`src/hdl/weighted_or_round_robin_picker_top_defines.svh`:
```
// Assertion macros for the weighted or round-robin picker.
`ifndef WEIGHTED_OR_ROUND_ROBIN_PICKER_TOP_DEFINES_SVH
`define WEIGHTED_OR_ROUND_ROBIN_PICKER_TOP_DEFINES_SVH

// Same-cycle implication, checked outside reset.
`define WRRP_ASSERT_NOW(name, clk, rst, pre, post, msg) \
   name: assert property (@(posedge clk) disable iff (rst) (pre) |-> (post)) else $error(msg);

// Next-cycle implication, checked outside reset.
`define WRRP_ASSERT_NEXT(name, clk, rst, pre, post, msg) \
   name: assert property (@(posedge clk) disable iff (rst) (pre) |=> (post)) else $error(msg);

`endif

```
`src/hdl/wrrp_pkg.sv`:
```
// Shared types and constants of the weighted or round-robin picker.
package wrrp_pkg;

   // item operation codes
   localparam logic [1:0] MODE_CLEAR  = 2'd0;
   localparam logic [1:0] MODE_APPEND = 2'd1;
   localparam logic [1:0] MODE_PICK   = 2'd2;

   localparam int unsigned SUM_BITS = 24;
   localparam logic [SUM_BITS-1:0] SUM_MAX = {SUM_BITS{1'b1}};

   typedef struct packed {
      logic [1:0]  mode;
      logic [15:0] weight;
      logic [23:0] roll;
   } req_type;

   typedef struct packed {
      logic        found;
      logic [7:0]  entry_index;
      logic [23:0] total_weight;
      logic        table_full;
   } rsp_type;

   // controller to datapath
   typedef struct packed {
      logic start;          // item accepted, perform its table update
      logic walk;           // result comes from the weighted walk
      logic step;           // walk moves on to the next entry
      logic out_load;       // load the output register
      logic out_from_hold;  // output register takes the held result
      logic hold_load;      // park the result until the output frees
   } cmd_type;

   // datapath to controller
   typedef struct packed {
      logic needs_walk;     // offered item is a weighted pick that walks
      logic walk_done;      // current walk entry ends the search
      logic out_free;       // output register can take a result now
   } status_type;

endpackage

```
`src/hdl/wrrp_ctrl.sv`:
```
// Controller state machine of the picker.
module wrrp_ctrl
   import wrrp_pkg::*;
(
   input  logic       clock,
   input  logic       reset,
   input  logic       req_valid,
   output logic       req_stall,
   input  status_type status,
   output cmd_type    cmd
);

   localparam logic [1:0] ST_IDLE = 2'd0;
   localparam logic [1:0] ST_WALK = 2'd1;
   localparam logic [1:0] ST_HOLD = 2'd2;

   logic [1:0] state_ff;
   logic [1:0] state_in;

   assign req_stall = (state_ff != ST_IDLE);

   // next state and commands
   always_comb begin
      state_in = state_ff;
      cmd      = '0;
      unique case (state_ff)
         ST_IDLE: begin
            if (req_valid) begin
               cmd.start = 1'b1;
               if (status.needs_walk) begin
                  state_in = ST_WALK;
               end else if (status.out_free) begin
                  cmd.out_load = 1'b1;
               end else begin
                  cmd.hold_load = 1'b1;
                  state_in      = ST_HOLD;
               end
            end
         end
         ST_WALK: begin
            cmd.walk = 1'b1;
            if (!status.walk_done) begin
               cmd.step = 1'b1;
            end else if (status.out_free) begin
               cmd.out_load = 1'b1;
               state_in     = ST_IDLE;
            end else begin
               cmd.hold_load = 1'b1;
               state_in      = ST_HOLD;
            end
         end
         ST_HOLD: begin
            if (status.out_free) begin
               cmd.out_load      = 1'b1;
               cmd.out_from_hold = 1'b1;
               state_in          = ST_IDLE;
            end
         end
         default: begin
            state_in = ST_IDLE;
         end
      endcase
   end

   always_ff @(posedge clock) begin
      if (reset) begin
         state_ff <= ST_IDLE;
      end else begin
         state_ff <= state_in;
      end
   end

endmodule

```
`config.mk`:
```
export PLATFORM = sky130hd
export DESIGN_NAME = wrrp_ctrl
export DESIGN_NICKNAME = d
export VERILOG_FILES = /design/src/hdl/weighted_or_round_robin_picker_top_defines.svh /design/src/hdl/wrrp_pkg.sv /design/src/hdl/wrrp_ctrl.sv
export SDC_FILE = /design/constraint.sdc
export NUM_CORES = 1
export LEC_CHECK = 0
export BUFFER_PORTS_ARGS = -buffer_cell sky130_fd_sc_hd__buf_2
export CAP_MARGIN = 20
export CORE_AREA = 2 2 39 41
export DETAILED_ROUTE_END_ITERATION = 6
export DIE_AREA = 0 0 41 43
export GPL_ROUTABILITY_DRIVEN = 0
export HOLD_SLACK_MARGIN = 0.05
export SYNTH_ARGS = -nofsm -noshare
export SYNTH_HDL_FRONTEND = slang
export SYNTH_SLANG_ARGS = --single-unit
```
`constraint.sdc`:
```
create_clock -name clock -period 1.7 [get_ports clock]
set_input_delay 0.51 -clock clock [delete_from_list [all_inputs] [get_ports clock]]
set_output_delay 0.51 -clock clock [all_outputs]
set_load 0.01 [all_outputs]
```
==> results.sh <==
export IMPL_outcome="finished clean"
export IMPL_worstPathArrival_ns=1.16
export IMPL_h_tree_depth=1
export IMPL_ys_warn_count=0
export IMPL_routed_via_density=3.94
export IMPL_firstDrtPassIters=2
export IMPL_cp_start_kind="input pin"
export IMPL_finalNonFillerCells=53
export IMPL_grt_pass1_vias=172
export IMPL_cts_hold_buf=0
export IMPL_grt_antenna_before_repair=0
export IMPL_cp_num_buf_inv=2
export IMPL_drc=0
export IMPL_grt_use_met2=0.0688
export IMPL_cp_required_ns=1.19
export IMPL_layout_min_cycle_time_ns=1.67
export IMPL_clock_skew_ns=0.00359
export IMPL_p_leak_nw=0.151
export IMPL_clock_power_share=0.485
export IMPL_rsz0062_at_grt="true"
export IMPL_critPathMaxStageDelay_ns=0.18
export IMPL_cp_max_fo=3
export IMPL_nets=45
export IMPL_synth_compound_area_share=0.200
export IMPL_postCtsSetupBuffers=0
export IMPL_cp_top_family="simple AND/OR/NAND/NOR gates"
export IMPL_drtIter0Drc=3
export IMPL_clockBufferDepth=2
export IMPL_numPortBuffers=12
export IMPL_syn_avg_cell_area_sq_um=8.53
export IMPL_syn2layout_area_growth_pct=61.3
export IMPL_holdCritPathClass="reg2reg"
export IMPL_largest_register_ff_count=2
export IMPL_irDropWorstVdd_v=0.000237
export IMPL_synthMuxAreaShare=0.0800
export IMPL_use_met3=0.0314
export IMPL_drtAntennaViolNets=0
export IMPL_period_share=0.980
export IMPL_ioPinCount=13
export IMPL_synthXorXnorAreaFrac=0
export IMPL_finalMaxSlewViolations=0
export IMPL_wl_um=478
export IMPL_p_int_uw=156
export IMPL_relSlewSlack=0.856
export IMPL_dieArea_sq_um=1760
export IMPL_die_width_um=41
export IMPL_start_util=0.136
export IMPL_end_kind="primary output"
export IMPL_cts_tree="built"
export IMPL_p_per_area_nw_per_um2=703
export IMPL_cts_resized=0
export IMPL_yosysSeqAreaShare=0.213
export IMPL_finalHoldViolCount=0
export IMPL_drive_gt1_frac=0.649
export IMPL_yosysUniqueCellTypes=17
export IMPL_grt_total_usage=0.0621
export IMPL_cts_clk_slew_worst_paths_ns=0.03
export IMPL_r2r_cells=3
export IMPL_cts_sinks=2
export IMPL_cap_violations=0
export IMPL_numCtsBuffers=3
export IMPL_final_cell_area_sq_um=303
export IMPL_grt_first_pass_wirelength_um=662
export IMPL_dp_cells=50
export IMPL_grt_remaining_overflow=0
export IMPL_max_slew_worst_pin_slew_ns=0.214
export IMPL_globalRoute_busiestLayer="met4"
export IMPL_vias=209
export IMPL_syn_cell_area_sq_um=188
export IMPL_r2r_start="state_ff[1]$_SDFFE_PP0P_"
export IMPL_top_register="state_ff"
export IMPL_p_sw_uw=57.2
export IMPL_largest_registers="state_ff x2"
export IMPL_crit_type="in2out"
export IMPL_cp_num_cells=5
export IMPL_use_met1=0.0701
export IMPL_rr_endpoint="state_ff[1]$_SDFFE_PP0P_"
export IMPL_r2r_setup_slack_ns=0.81
export IMPL_cts_root_buffer="clkbuf_4"
export IMPL_synthCells=22
export IMPL_grt_max_degree=8
export IMPL_critical_path_cell_chain="buf_6 -> nor3b_2 -> a21oi_1 -> nor3_1 -> buf_2"
export IMPL_final_util=0.219
export IMPL_clock_latency_ns=0.22
export IMPL_holdWs_ns=0.487
export IMPL_startpoint="status[2]"
export IMPL_place_area_sq_um=268
export IMPL_finalSetupTns_ns=0
export IMPL_wire_per_inst_um=9.02
export IMPL_setup_viol=0
export IMPL_yosys_area_share_simple=0.467
export IMPL_synthAdderAreaFrac=0
export IMPL_synth_top_family_by_area="simple AND/OR/NAND/NOR gates"
export IMPL_die_h_um=43
export IMPL_hpwlAfterDp_um=376
export IMPL_slowest_stage="nor3_1"
export IMPL_num_rows=14
export IMPL_core_area_sq_um=1380
export IMPL_swShare=0.269
export IMPL_syn_nets=28
export IMPL_p_seq_frac=0.256
export IMPL_num_antenna_cells=0
export IMPL_comb_power_share=0.259
export IMPL_fmax_mhz=600
export IMPL_crit_path_end="cmd[0]"
export IMPL_ys_ff_latch=2
worst register-to-register path, stage by stage (launching register included):
cell	delay [ns]
dfxtp_1	0.39
inv_1	0.08
o21a_1	0.14
o41ai_2	0.19
final cells by class:
class	count	area, sq um
Inverter	2	7.51
Sequential cell	2	41.3
Multi-Input combinational cell	18	145
Clock buffer	3	22.5
Fill cell	163	1080
Timing Repair Buffer	12	66.3
Tap cell	16	20.0
layout by cell type (no fill, tap or decap), drive strengths merged:
cell / n
a21oi: 1
and2b: 2
buf: 12
clkbuf: 3
dfxtp: 2
inv: 2
mux2: 1
nand2: 1
nand2b: 1
nand3: 2
nor2: 3
nor3: 2
nor3b: 1
o21a: 1
o21ai: 1
o41ai: 1
or2: 1
synthesized netlist by cell type:
library cell,count,area (sq um)
o21ai_2,1,8.76
or2_1,1,6.26
and2b_4,1,10.0
a21oi_1,1,5.00
nand2_1,1,3.75
nor2_1,3,11.3
nand2b_1,1,6.26
nor3_2,1,10.0
nand3_2,2,20.0
mux2_4,1,15.0
inv_1,2,7.51
o41ai_2,1,16.3
o21a_1,1,7.51
and2b_1,1,7.51
nor3b_1,1,7.51
nor3_1,1,5.00
dfxtp_1,2,40.0
how the worst min path moves through the flow:
stage,startpoint,endpoint,slack (ns),depth (start not counted)
finish,state_ff[1]$_SDFFE_PP0P_,state_ff[0]$_SDFFE_PP0P_,0.49,1
global route,reset,state_ff[0]$_SDFFE_PP0P_,0.50,2
CTS,reset,state_ff[0]$_SDFFE_PP0P_,0.49,2
detailed placement,state_ff[1]$_SDFFE_PP0P_,state_ff[0]$_SDFFE_PP0P_,0.50,1
global placement,state_ff[1]$_SDFFE_PP0P_,state_ff[0]$_SDFFE_PP0P_,0.49,1
floorplan,state_ff[1]$_SDFFE_PP0P_,state_ff[0]$_SDFFE_PP0P_,0.46,1
through the flow:
step / setup slack [ns] / power [mW]
2_1_floorplan: 0.201 / 0.0842
3_3_place_gp: 0.0389 / 0.107
3_5_place_dp: 0.0339 / 0.108
4_1_cts: 0.0131 / 0.219
5_1_grt: -0.0629 / 0.232
6_report: 0.0341 / 0.213
metal layers:
metal,vias up,share of wire
li1,108,-
met1,91,0.50
met2,10,0.41
met3,0,0.094
met4,0,0
met5,-,0
cells by family (layout without fill, tap and decap cells):
| kind of cell | Yosys count | in the layout |
|---|---|---|
| AOI/OAI and AO/OA | 4 | 4 |
| buffers and inverters | 2 | 17 |
| muxes | 1 | 1 |
| and+or+nand+nor | 13 | 13 |
| DFF | 2 | 2 |
power by group through the flow:
| stage | logic (mW) | registers, mW | clock network, mW |
|---|---|---|---|
| final | 0.0552 | 0.0545 | 0.103 |
| after detailed placement | 0.0534 | 0.0546 | 0 |
| after CTS | 0.0537 | 0.0539 | 0.111 |
| after global placement | 0.0525 | 0.0546 | 0 |
| after floorplan | 0.0305 | 0.0537 | 0 |
| after global routing | 0.0607 | 0.0549 | 0.116 |
(Power assumes the default switching activity.)
